### config.mk
export PLATFORM = sky130hd
export DESIGN_NAME = deadline_timer_queue_core
export DESIGN_NICKNAME = d
export VERILOG_FILES = /design/src/hw/rtl/dtq_pkg.sv /design/src/hw/rtl/dtq_cell.sv /design/src/hw/rtl/deadline_timer_queue_core.sv
export SDC_FILE = /design/constraint.sdc
export NUM_CORES = 2
export LEC_CHECK = 0
export BUFFER_PORTS_ARGS = -buffer_cell sky130_fd_sc_hd__buf_2
export CAP_MARGIN = 30
export CORE_AREA = 2 2 325 648
export DETAILED_ROUTE_END_ITERATION = 10
export DIE_AREA = 0 0 327 650
export GPL_TIMING_DRIVEN = 0
export PLACE_DENSITY = 0.74
export SLEW_MARGIN = 30
export SYNTH_ARGS = -nofsm -noshare
export SYNTH_HDL_FRONTEND = slang
export SYNTH_SLANG_ARGS = --single-unit
### constraint.sdc
create_clock -name clk -period 6.1 [get_ports clk]
set_clock_uncertainty 0.15 [all_clocks]
set_input_delay 0.61 -clock clk [delete_from_list [all_inputs] [get_ports clk]]
set_output_delay 0.61 -clock clk [all_outputs]
set_load 0.05 [all_outputs]
### src/hw/rtl/dtq_pkg.sv
// ----------------------------------------------------------------------------
// dtq_pkg: types and constants of the deadline timer queue
// Request and reply beats, opcode and reply kind codes, cell commands.
// ----------------------------------------------------------------------------
package dtq_pkg;

	localparam int CNT_W  = 31;
	localparam int TASK_W = 8;
	localparam logic [CNT_W-1:0] CNT_MAX = {CNT_W{1'b1}};

	typedef enum logic [1:0] {
		OP_TICK  = 2'd0,
		OP_TIME  = 2'd1,
		OP_DELAY = 2'd2,
		OP_UNTIL = 2'd3
	} opcode_t;

	typedef enum logic [2:0] {
		K_ACK  = 3'd0,
		K_TIME = 3'd1,
		K_WAKE = 3'd2,
		K_PAST = 3'd3,
		K_FULL = 3'd4
	} kind_t;

	typedef struct packed {
		opcode_t            opcode;
		logic [TASK_W-1:0]  task_id;
		logic [CNT_W-1:0]   amount;
	} request_t;

	typedef struct packed {
		logic [TASK_W-1:0]  reply_task;
		kind_t              reply_kind;
		logic [CNT_W-1:0]   tick_value;
		logic               last;
	} reply_t;

	typedef enum logic [1:0] {
		CELL_HOLD   = 2'd0,
		CELL_INSERT = 2'd1,
		CELL_POP    = 2'd2
	} cell_op_t;

	typedef struct packed {
		cell_op_t          op;
		logic [CNT_W-1:0]  deadline;
	} cell_cmd_t;

	typedef enum logic [1:0] {
		ST_IDLE   = 2'd0,
		ST_INSERT = 2'd1,
		ST_WAKE   = 2'd2
	} state_t;

endpackage

### src/hw/rtl/dtq_cell.sv
// ----------------------------------------------------------------------------
// dtq_cell: one slot of the sorted waiter chain
// Holds one deadline and task; inserts in order or shifts towards the head.
// ----------------------------------------------------------------------------
module dtq_cell #(
	parameter int TB = 8
) (
	input  logic                     clk,
	input  dtq_pkg::cell_cmd_t       cmd,
	input  logic [TB-1:0]            new_task,
	input  logic                     occupied,
	input  logic                     prev_keep,
	input  logic [dtq_pkg::CNT_W-1:0] prev_deadline,
	input  logic [TB-1:0]            prev_task,
	input  logic [dtq_pkg::CNT_W-1:0] next_deadline,
	input  logic [TB-1:0]            next_task,
	output logic                     keep,
	output logic [dtq_pkg::CNT_W-1:0] deadline,
	output logic [TB-1:0]            task_id
);
	import dtq_pkg::*;

	logic [CNT_W-1:0] deadline_q;
	logic [TB-1:0]    task_q;

	assign keep     = occupied && (deadline_q <= cmd.deadline);
	assign deadline = deadline_q;
	assign task_id  = task_q;

	always_ff @(posedge clk) begin
		unique case (cmd.op)
			CELL_INSERT: begin
				if (!keep) begin
					if (prev_keep) begin
						deadline_q <= cmd.deadline;
						task_q     <= new_task;
					end else begin
						deadline_q <= prev_deadline;
						task_q     <= prev_task;
					end
				end
			end
			CELL_POP: begin
				deadline_q <= next_deadline;
				task_q     <= next_task;
			end
			default: begin
			end
		endcase
	end

endmodule

### src/hw/rtl/deadline_timer_queue_core.sv
// ----------------------------------------------------------------------------
// deadline_timer_queue_core: tick counter with a sorted queue of waiters
// Requests enter as one beat on request, taken when start is high and busy
// is low. Replies leave as one beat on reply, valid for the single cycle in
// which strobe is high; the receiver cannot hold them off.
// Replies: every reply is registered, driven from strobe_q and reply_q.
// A time query, a past deadline or a full queue gives its one reply in the
// cycle after acceptance; the block is free again at once.
// A delay or until request that queues gives no reply and keeps busy high
// while the chain of cells shifts the new waiter into place.
// A tick gives its ack in the cycle after acceptance, then one wakeup per
// cycle, soonest first, popped from the head of the chain: a tick that
// wakes waiters keeps busy high while it pops them.
// Reset clears the tick count and empties the queue; no clearing pass.
// ----------------------------------------------------------------------------
module deadline_timer_queue_core #(
	parameter int QUEUE_DEPTH  = 32,
	parameter int TASK_ID_BITS = 8
) (
	input  logic              clk,
	input  logic              arst_n,
	input  logic              start,
	output logic              busy,
	input  dtq_pkg::request_t request,
	output logic              strobe,
	output dtq_pkg::reply_t   reply
);
	import dtq_pkg::*;

	localparam int CW = $clog2(QUEUE_DEPTH + 1);
	localparam int TB = (TASK_ID_BITS < TASK_W) ? TASK_ID_BITS : TASK_W;

	state_t           state_q, state_d;
	logic [CW-1:0]    count_q, count_d;
	logic [CNT_W-1:0] tick_q, tick_d;
	logic             strobe_q, strobe_d;
	reply_t           reply_q, reply_d;
	logic [CNT_W-1:0] ins_deadline_q;
	logic [TB-1:0]    ins_task_q;

	cell_cmd_t        cmd;
	logic [TB-1:0]    req_task;
	logic             accept;
	logic [CNT_W-1:0] tick_next;
	logic [CNT_W:0]   rel_sum;
	logic [CNT_W-1:0] new_deadline;
	logic             head_due_next;
	logic             second_due;

	logic [CNT_W-1:0] cell_deadline [QUEUE_DEPTH];
	logic [TB-1:0]    cell_task     [QUEUE_DEPTH];
	logic             cell_keep     [QUEUE_DEPTH];

	assign busy     = (state_q != ST_IDLE);
	assign accept   = start && !busy;
	assign req_task = request.task_id[TB-1:0];
	assign strobe   = strobe_q;
	assign reply    = reply_q;

	assign tick_next     = (tick_q == CNT_MAX) ? tick_q : tick_q + 1'b1;
	assign rel_sum       = {1'b0, tick_q} + {1'b0, request.amount};
	assign new_deadline  = (request.opcode == OP_DELAY)
	                       ? (rel_sum[CNT_W] ? CNT_MAX : rel_sum[CNT_W-1:0])
	                       : request.amount;
	assign head_due_next = (count_q != '0) && (cell_deadline[0] <= tick_next);
	assign second_due    = (count_q > CW'(1)) && (cell_deadline[1] <= tick_q);

	for (genvar i = 0; i < QUEUE_DEPTH; i++) begin : g_cell
		logic             p_keep;
		logic [CNT_W-1:0] p_deadline, n_deadline;
		logic [TB-1:0]    p_task, n_task;

		if (i == 0) begin : g_first
			assign p_keep     = 1'b1;
			assign p_deadline = cell_deadline[i];
			assign p_task     = cell_task[i];
		end else begin : g_mid
			assign p_keep     = cell_keep[i-1];
			assign p_deadline = cell_deadline[i-1];
			assign p_task     = cell_task[i-1];
		end

		if (i == QUEUE_DEPTH - 1) begin : g_end
			assign n_deadline = cell_deadline[i];
			assign n_task     = cell_task[i];
		end else begin : g_inner
			assign n_deadline = cell_deadline[i+1];
			assign n_task     = cell_task[i+1];
		end

		dtq_cell #(
			.TB (TB)
		) u_cell (
			.clk           (clk),
			.cmd           (cmd),
			.new_task      (ins_task_q),
			.occupied      (CW'(i) < count_q),
			.prev_keep     (p_keep),
			.prev_deadline (p_deadline),
			.prev_task     (p_task),
			.next_deadline (n_deadline),
			.next_task     (n_task),
			.keep          (cell_keep[i]),
			.deadline      (cell_deadline[i]),
			.task_id       (cell_task[i])
		);
	end

	always_ff @(posedge clk or negedge arst_n) begin
		if (!arst_n) begin
			state_q  <= ST_IDLE;
			count_q  <= '0;
			tick_q   <= '0;
			strobe_q <= 1'b0;
		end else begin
			state_q  <= state_d;
			count_q  <= count_d;
			tick_q   <= tick_d;
			strobe_q <= strobe_d;
		end
	end

	always_ff @(posedge clk) begin
		reply_q <= reply_d;
		if (accept) begin
			ins_deadline_q <= new_deadline;
			ins_task_q     <= req_task;
		end
	end

	always_comb begin
		state_d      = state_q;
		count_d      = count_q;
		tick_d       = tick_q;
		strobe_d     = 1'b0;
		reply_d      = reply_q;
		cmd.op       = CELL_HOLD;
		cmd.deadline = ins_deadline_q;

		unique case (state_q)
			ST_IDLE: begin
				if (accept) begin
					reply_d.reply_task = TASK_W'(req_task);
					reply_d.tick_value = tick_q;
					reply_d.last       = 1'b1;
					unique case (request.opcode)
						OP_TICK: begin
							tick_d             = tick_next;
							strobe_d           = 1'b1;
							reply_d.reply_kind = K_ACK;
							reply_d.tick_value = '0;
							reply_d.last       = !head_due_next;
							if (head_due_next)
								state_d = ST_WAKE;
						end
						OP_TIME: begin
							strobe_d           = 1'b1;
							reply_d.reply_kind = K_TIME;
						end
						default: begin
							if (new_deadline < tick_q) begin
								strobe_d           = 1'b1;
								reply_d.reply_kind = K_PAST;
							end else if (count_q >= CW'(QUEUE_DEPTH)) begin
								strobe_d           = 1'b1;
								reply_d.reply_kind = K_FULL;
							end else begin
								state_d = ST_INSERT;
							end
						end
					endcase
				end
			end
			ST_INSERT: begin
				cmd.op  = CELL_INSERT;
				count_d = count_q + 1'b1;
				state_d = ST_IDLE;
			end
			ST_WAKE: begin
				cmd.op             = CELL_POP;
				count_d            = count_q - 1'b1;
				strobe_d           = 1'b1;
				reply_d.reply_task = TASK_W'(cell_task[0]);
				reply_d.reply_kind = K_WAKE;
				reply_d.tick_value = tick_q;
				reply_d.last       = !second_due;
				if (!second_due)
					state_d = ST_IDLE;
			end
			default: begin
				state_d = ST_IDLE;
			end
		endcase
	end

endmodule
* Word-level counts from Yosys, hierarchy flattened
Cells that the tools add are included.
** Storage, ports and cells
- Flip-flop bits (word level) :: 1370
- Input port bits :: 44
- Word-level logic and storage cells :: 484
** Cells by class
- $add $sub $neg :: 4
- Order comparisons :: 69
- Eq/ne operators :: 45
- Multiplexer cells :: 209
- Bitwise gates (word level) :: 1
- Reductions and logical operators :: 82
** Operators by type and width (number)
- 2-to-1 mux 31 bit :: 65
- case mux 31 bit (2 select lines) :: 31
- <= comparator 31 bit :: 34
- 2-to-1 mux 8 bit :: 62
- case mux 8 bit (2 select lines) :: 31
- less-than comparator 5 x 6 -> 1 bit, first input constant :: 16
- case mux 43 bit (2 select lines) :: 1
- != test 2 bit, second input constant :: 34
- AND reduction 2 bit :: 33
- less-than comparator 4 x 6 -> 1 bit, first input constant :: 8
- 2-to-1 mux 43 bit :: 1
- logical AND 1 bit :: 35
- adder 31 x 31 -> 32 bit :: 1
- 2-to-1 mux 32 bit :: 1
- adder 31 x 1 -> 31 bit, second input constant :: 1
- == test 31 bit, second input constant :: 1
- less-than comparator 31 bit :: 1
- less-than comparator 3 x 6 -> 1 bit, first input constant :: 4
- less-than comparator 1 x 6 -> 1 bit, first input constant :: 2
- less-than comparator 2 x 6 -> 1 bit, first input constant :: 2
- case mux 2 bit (2 select lines) :: 3
- case mux 6 bit (2 select lines) :: 1
- 2-to-1 mux 2 bit :: 5
- nonzero test 2 bit :: 4
- 20 further kinds :: 33

* Logic depth before layout (Yosys ltp)
- Depth after elaboration :: 8
- Gate-level depth with buffers :: 21
- Mapped depth without buffers :: 20

* Hierarchy
Synthesis repeated with hierarchy kept, for this count alone.
** Second synthesis, totals
- Cells, all modules :: 10154
- Area total of the unflattened synthesis :: 98453.2 um^2
** Modules (own cells, without submodules)
- dtq_cell :: times used 32, cells an instance 286, area each 2783.9 um^2, sequential area each 1171.1 um^2
- deadline_timer_queue_core :: times used 1, cells an instance 1002, area each 9367.7 um^2, sequential area each 3463.3 um^2

* Worst setup path after synthesis
No wires, ideal clock.
- Path kind :: register to register
- Start point :: register ins_deadline_q[21]
- End point :: register g_cell[30].u_cell.deadline_q[0], enable pin
- Setup time :: 459 ps
- Arrival :: 5058 ps
- Path slack :: 433 ps
- Cell stages (with the launch flop) :: 14
- Buffers on the path :: 3
- Clock period less this slack :: 5667 ps
- Cell sequence :: edfxtp_1 clkbuf_1 inv_1 ha_1 and4_1 nand3_1 nor3_1 o21ai_0 a21o_1 a21oi_1 buf_2 buf_2 o21ai_1 a31oi_1
** Between the ends
- Cells in the longest elaborated chain, start to end :: 4
** RTL lines
- start, declared :: line deadline_timer_queue_core.sv:38 : logic [CNT_W-1:0] ins_deadline_q;
- start signal, assigned :: line deadline_timer_queue_core.sv:126 : ins_deadline_q <= new_deadline;
- <= comparator 31 bit :: line dtq_cell.sv:26 : assign keep = occupied && (deadline_q <= cmd.deadline);
- logical AND 1 bit :: line dtq_cell.sv:26
- != test 2 bit (no line)
- AND reduction 2 bit (no line)
- end signal, assigned :: line dtq_cell.sv:35 : deadline_q <= cmd.deadline;
- end signal, assigned :: line dtq_cell.sv:38 : deadline_q <= prev_deadline;
- end signal, assigned :: line dtq_cell.sv:44 : deadline_q <= next_deadline;
- end, declared :: line dtq_cell.sv:23 : logic [CNT_W-1:0] deadline_q;
Every way passes these cells.
A chain may end at the register's enable or synchronous reset.

* Final worst setup path
- Start point :: register ins_deadline_q[21]
- End point :: register g_cell[5].u_cell.deadline_q[16], data pin
** Between the ends
- Cells in the longest elaborated chain, start to end :: 5
** RTL lines
- <= comparator 31 bit :: line dtq_cell.sv:26
- logical AND 1 bit :: line dtq_cell.sv:26
- 2-to-1 mux 31 bit :: line dtq_cell.sv:34 : if (prev_keep) begin
- 2-to-1 mux 31 bit :: line dtq_cell.sv:33 : if (!keep) begin
- case mux 31 bit (2 select lines) :: line dtq_cell.sv:31 : unique case (cmd.op)
- end signal, assigned :: line dtq_cell.sv:35
- end signal, assigned :: line dtq_cell.sv:38
- end signal, assigned :: line dtq_cell.sv:44
- end, declared :: line dtq_cell.sv:23
Every way passes these cells. The select of a mux whose other input is x is not followed.

==> results.md <==
- The routed design uses 228.0 mm of met2 wire.
- The pin count of the biggest net entering global routing is between 40 and 50.
- The depth of the most critical reg-to-reg path is 14.
- The die area is 0.2126 sq mm.
- The CTS tree is done.
- The number of antenna-violating nets in the routed design is 0.
- The detailed router placed 91730 vias in this run.
- The highest metal layer with signal wires is met5.
- The startpoint identified for the worst register-to-register timing path is ins_deadline_q[21]$_DFFE_PP_.
- Based on the critical path, the design can be clocked at up to around 0.16 GHz.
- The category of the worst setup path capture point is a flip-flop.
- STA classifies the critical path startpoint as a flip-flop.
- The routed wirelength normalized by instance count is between 30 and 40 microns.
- The met3 wire length is about 57 mm.
- The number of enable-type register cells in the synthesized netlist is 1330.
- The flow ran to the end, but the final reports show violations.
- The number of unique standard cell types used by synthesis is 96.
- The post-synthesis mux area share is around 8.9%.
- The summed instance area of the synthesized netlist is 0.09689 sq mm.
- The main combinational cell family by area after synthesis is compound AO/OA/AOI/OAI gates.
- The relative area change from synthesis to final layout is 13.68%.
- At the pin with the least slew margin, the transition time is 1.222 ns.
- The port buffer count is 87.
- The worst hold path terminates at ins_deadline_q[26]$_DFFE_PP_.
- In the final design database the tool counted 11070 nets.
- Row generation in the floorplan step produced 237 rows.
- The most prevalent standard cell on the critical path is sky130_fd_sc_hd__nand4_1.
- The critical register-to-register path endpoint is g_cell[5].u_cell.deadline[16]$_DFFE_PP_.
- In this run the most critical hold path is launched from request[26].
- For this configuration, the core starts out at a cell density of 46.61%.
- Counting every instance in the synthesized netlist gives 9493.
- In the post-route analysis, the smallest setup slack over all paths is -0.2391 ns.
- The synthesized netlist devotes 14.51% of its cell area to adder and majority cells.
- The initial antenna violation count is 59.
- During synthesis, Yosys emitted a total of 0 warnings.
- Before antenna repair, the detailed router went through 11 iterations.
- Counting I/O delays and the setup requirement, the final critical path takes 6.339 ns.
- The post-synthesis sequential area ratio is between 40 and 50%.
- The worst slew margin relative to its limit is 18.22%.
- The remaining global-route overflow is 0.
- The deepest level of the CTS H-tree is 4.
- The congestion estimate from routability-driven global placement came to 1.102.
- The checks that failed: DRC, setup timing.
- The period utilization is 103.9%.
- Synthesis inferred approximately 1400 register bits.
- Before CTS, the worst setup slack after placement is -1.602 ns.
- The max-cap violation count is 0.
- For this run, the leading register cell type out of synthesis is sky130_fd_sc_hd__edfxtp_1.
- The clock insertion delay at the later pin of the skew report is 0.86 ns.
- The share of flip-flops with an asynchronous set or reset is under 10%.
- The number of sinks handled by clock tree synthesis is 1370.
- Dividing the detail-routed via count by the number of cells gives roughly 7.2.
- The count of fill cells added during filler insertion is 18510.
- The root buffer cell chosen for the clock tree is sky130_fd_sc_hd__clkbuf_16.
- In the final layout, the share of cells above drive strength 1 is under 10%.
- The final hold violation count is 0.
- The total wire length is 511.1 mm.
- From left edge to right edge, the die measures between 300 and 400 microns.
- The slack of the worst reg-to-reg path is -0.24 ns.
- The clock passes through at most 4 buffers.
- The category of the critical setup timing path is flip-flop to flip-flop.
- The post-synthesis compound-gate area fraction is 17.46%.
- Setup violations remaining at the end of the flow were counted as 119.
- The slowest stage cell on the critical path is sky130_fd_sc_hd__clkbuf_2.
- The arrival time of the worst setup path is 6.75 ns.
- The via count of the first global-routing pass came to around 90000.
- The path class of the tightest hold or removal check is primary input to flip-flop.
- The number of pins exceeding their max-slew limit in the final report was 0.
- Once detailed placement completed, the half-perimeter wirelength came to 393.9 mm.
- The peak fanout along the critical path is 21.
- For this run, the total global-route usage over all layers was measured as 47.80%.
- Counting instances, the worst hold path has a depth of 2.
- The first global-routing pass estimated roughly 700 mm of wire.
- In this run the vertical extent of the chip is 650 microns.
- For this run, design rule violations remaining after detail routing come to 4.
- After Yosys synthesis, and, or, nand and nor cells account for between 10% and 20% of the synthesized area.
- 89 I/O pins were placed.
- The placeable core area is 0.2079 sq mm.
- The number of clock buffers added by TritonCTS is 144.
- The clock-pin slew on the worst setup and hold paths is 0.07 ns.
- In the final routing, the length of wire on met1 measures 147.4 mm.
- The average footprint of a synthesized cell is 10.21 sq um.
- For the worst setup path, the data required time is 6.51 ns.
- Counting every net in the synthesized netlist gives 10660.
- The largest incremental delay on the critical path is between 0.6 and 0.7 ns.
- Traced cell by cell, the critical path runs through clkbuf_2 -> inv_4 -> buf_12 -> ha_1 -> and3_1 -> nand4_1 -> inv_1 -> nand4_1 -> a221oi_1 -> nor4_1 -> nor2_2 -> buf_2 -> mux2i_2 -> o21ai_0.
- The number of violations reported at the end of detailed-routing iteration 0 is 13020.
- The synthesized netlist devotes less than 1% of its cell area to XOR and XNOR gates.
-- cells in the mapped netlist (6+ instances only) --
cell type,n,area share (%)
sky130_fd_sc_hd__nand2b_1,29,0.19
sky130_fd_sc_hd__nor3_1,247,1.3
sky130_fd_sc_hd__buf_2,100,0.52
sky130_fd_sc_hd__xnor2_1,75,0.68
sky130_fd_sc_hd__a21oi_1,339,1.8
sky130_fd_sc_hd__and4_1,60,0.54
sky130_fd_sc_hd__a21o_1,374,2.9
sky130_fd_sc_hd__o31ai_1,7,0.054
sky130_fd_sc_hd__nand4_1,226,1.5
sky130_fd_sc_hd__or2_2,15,0.097
sky130_fd_sc_hd__inv_1,203,0.79
sky130_fd_sc_hd__clkbuf_1,505,2.0
sky130_fd_sc_hd__buf_1,41,0.16
sky130_fd_sc_hd__a211o_1,11,0.099
sky130_fd_sc_hd__o22ai_1,23,0.15
sky130_fd_sc_hd__o21ai_1,218,1.1
sky130_fd_sc_hd__nor4_1,19,0.12
sky130_fd_sc_hd__a311o_1,38,0.39
sky130_fd_sc_hd__and3_1,32,0.21
sky130_fd_sc_hd__o41ai_1,6,0.054
sky130_fd_sc_hd__nor3b_1,115,0.89
sky130_fd_sc_hd__ha_1,1122,14
sky130_fd_sc_hd__a211oi_1,104,0.81
sky130_fd_sc_hd__a31oi_1,26,0.17
sky130_fd_sc_hd__xor2_1,9,0.081
sky130_fd_sc_hd__nor2b_1,91,0.59
sky130_fd_sc_hd__o221ai_2,38,0.59
sky130_fd_sc_hd__dfrtp_1,40,1.0
sky130_fd_sc_hd__nor2_1,418,1.6
sky130_fd_sc_hd__nand3_1,123,0.64
sky130_fd_sc_hd__or3_1,13,0.084
sky130_fd_sc_hd__o311ai_0,83,0.75
sky130_fd_sc_hd__nand2_1,1194,4.6
sky130_fd_sc_hd__o21ai_0,886,4.6
sky130_fd_sc_hd__o21bai_1,12,0.093
sky130_fd_sc_hd__o22a_1,27,0.24
sky130_fd_sc_hd__o211ai_1,69,0.53
sky130_fd_sc_hd__o21a_1,82,0.64
sky130_fd_sc_hd__edfxtp_1,1330,41
sky130_fd_sc_hd__mux2_2,30,0.35
sky130_fd_sc_hd__mux2i_1,823,8.5
sky130_fd_sc_hd__buf_4,15,0.12
sky130_fd_sc_hd__a221o_1,157,1.6
-- cell type report --
cell class	count	area (sq um)	share of cell area [%]
Antenna cell	68	170.2	0.1545
Buffer	668	2959	2.687
Clock buffer	170	3786	3.438
Clock inverter	79	884.6	0.8032
Inverter	206	852.1	0.7736
Multi-Input combinational cell	7249	53180	48.29
Sequential cell	1370	40950	37.18
Tap cell	2748	3438	3.122
Timing Repair Buffer	259	3919	3.558
-- per-stage QoR --
step                utilization [%]  hold WS [ns]   TNS, ns  area (sq um)  instances
CTS                           52.79      0.001144         0        109700      12740
finish                        52.98       0.01370    -14.52        110100      12820
global route                  52.91       0.03527  -0.05597        110000      12760
global placement              48.47        0.3513  -5342.96        100800      12330
floorplan                         -        0.1644         0         96890       9493
detailed placement            50.37        0.3669    -12.86        104700      12470
-- kinds of logic (layout without fill, tap and decap cells) --
logic type      count (synthesis)  after routing
compound gates               2583           2583
xor+xnor                       84             84
fa+ha+maj                    1123           1123
buf+inv                       874           1382
flops                        1370           1370
mux                           853            853
other cells                     0             68
simple gates                 2606           2606
-- routing by layer --
layer | vias to the layer above | track usage, %
met5 | - | 0.7551
met4 | 14 | 56.18
met3 | 3335 | 17.08
met2 | 7577 | 74.41
met1 | 43740 | 45.34
li1 | 37060 | -
-- worst max-delay path by stage --
stage / start / end / depth (start not counted)
5_1_grt: tick_q[4]$_DFFE_PN0P_ / reply[32]$_SDFFCE_PP0P_ / 20
3_5_place_dp: request[0] / reply[33]$_SDFFCE_PP1P_ / 21
2_1_floorplan: ins_deadline_q[21]$_DFFE_PP_ / g_cell[30].u_cell.deadline[0]$_DFFE_PP_ / 13
4_1_cts: tick_q[0]$_DFFE_PN0P_ / reply[33]$_SDFFCE_PP1P_ / 20
6_report: ins_deadline_q[21]$_DFFE_PP_ / g_cell[5].u_cell.deadline[16]$_DFFE_PP_ / 14
3_3_place_gp: ins_deadline_q[13]$_DFFE_PP_ / g_cell[2].u_cell.task_id[5]$_DFFE_PP_ / 11
-- registers in the layout, summed over array words and instances (netlist names) --
| register | cells |
|---|---|
| tick_q | 31 |
| ins_deadline_q | 31 |
| reply | 43 |
| g_cell.u_cell.task_id | 256 |
| ins_task_q | 8 |
| g_cell.u_cell.deadline | 992 |
| strobe | 1 |
| state_q | 2 |
| count_q | 6 |
-- cells in the final DEF (no fill, tap or decap), types with 222 or more instances in the layout --
master,instances
sky130_fd_sc_hd__a21oi_1,325
sky130_fd_sc_hd__nand2_1,1192
sky130_fd_sc_hd__mux2i_1,822
sky130_fd_sc_hd__o21ai_1,222
sky130_fd_sc_hd__a21o_1,366
sky130_fd_sc_hd__ha_1,1115
sky130_fd_sc_hd__o21ai_0,879
sky130_fd_sc_hd__nor3_1,241
sky130_fd_sc_hd__edfxtp_1,1330
sky130_fd_sc_hd__nor2_1,376
sky130_fd_sc_hd__nand4_1,226
sky130_fd_sc_hd__clkbuf_1,399
-- worst max-delay path, delay by kind of cell (launching register included) --
family / cells / cell delay [ns]
flops: 1 / 0.33
fa+ha+maj: 1 / 0.42
mux: 1 / 0.69
buf+inv: 5 / 1.90
simple gates: 5 / 1.58
compound gates: 2 / 0.74
-- timing repair --
item | in CTS | in global routing
endpoints found under the hold margin | 68 | 0
buffers inserted | 5 | 4
gates cloned | 0 | 0
pin swaps | 7 | 9
setup endpoints to repair | 9 | 10
hold buffers | 21 | 0
resized for setup | 22 | 29
Power is not shown: default switching activity piles up to over one toggle a cycle in this logic, so the estimate is an artifact.
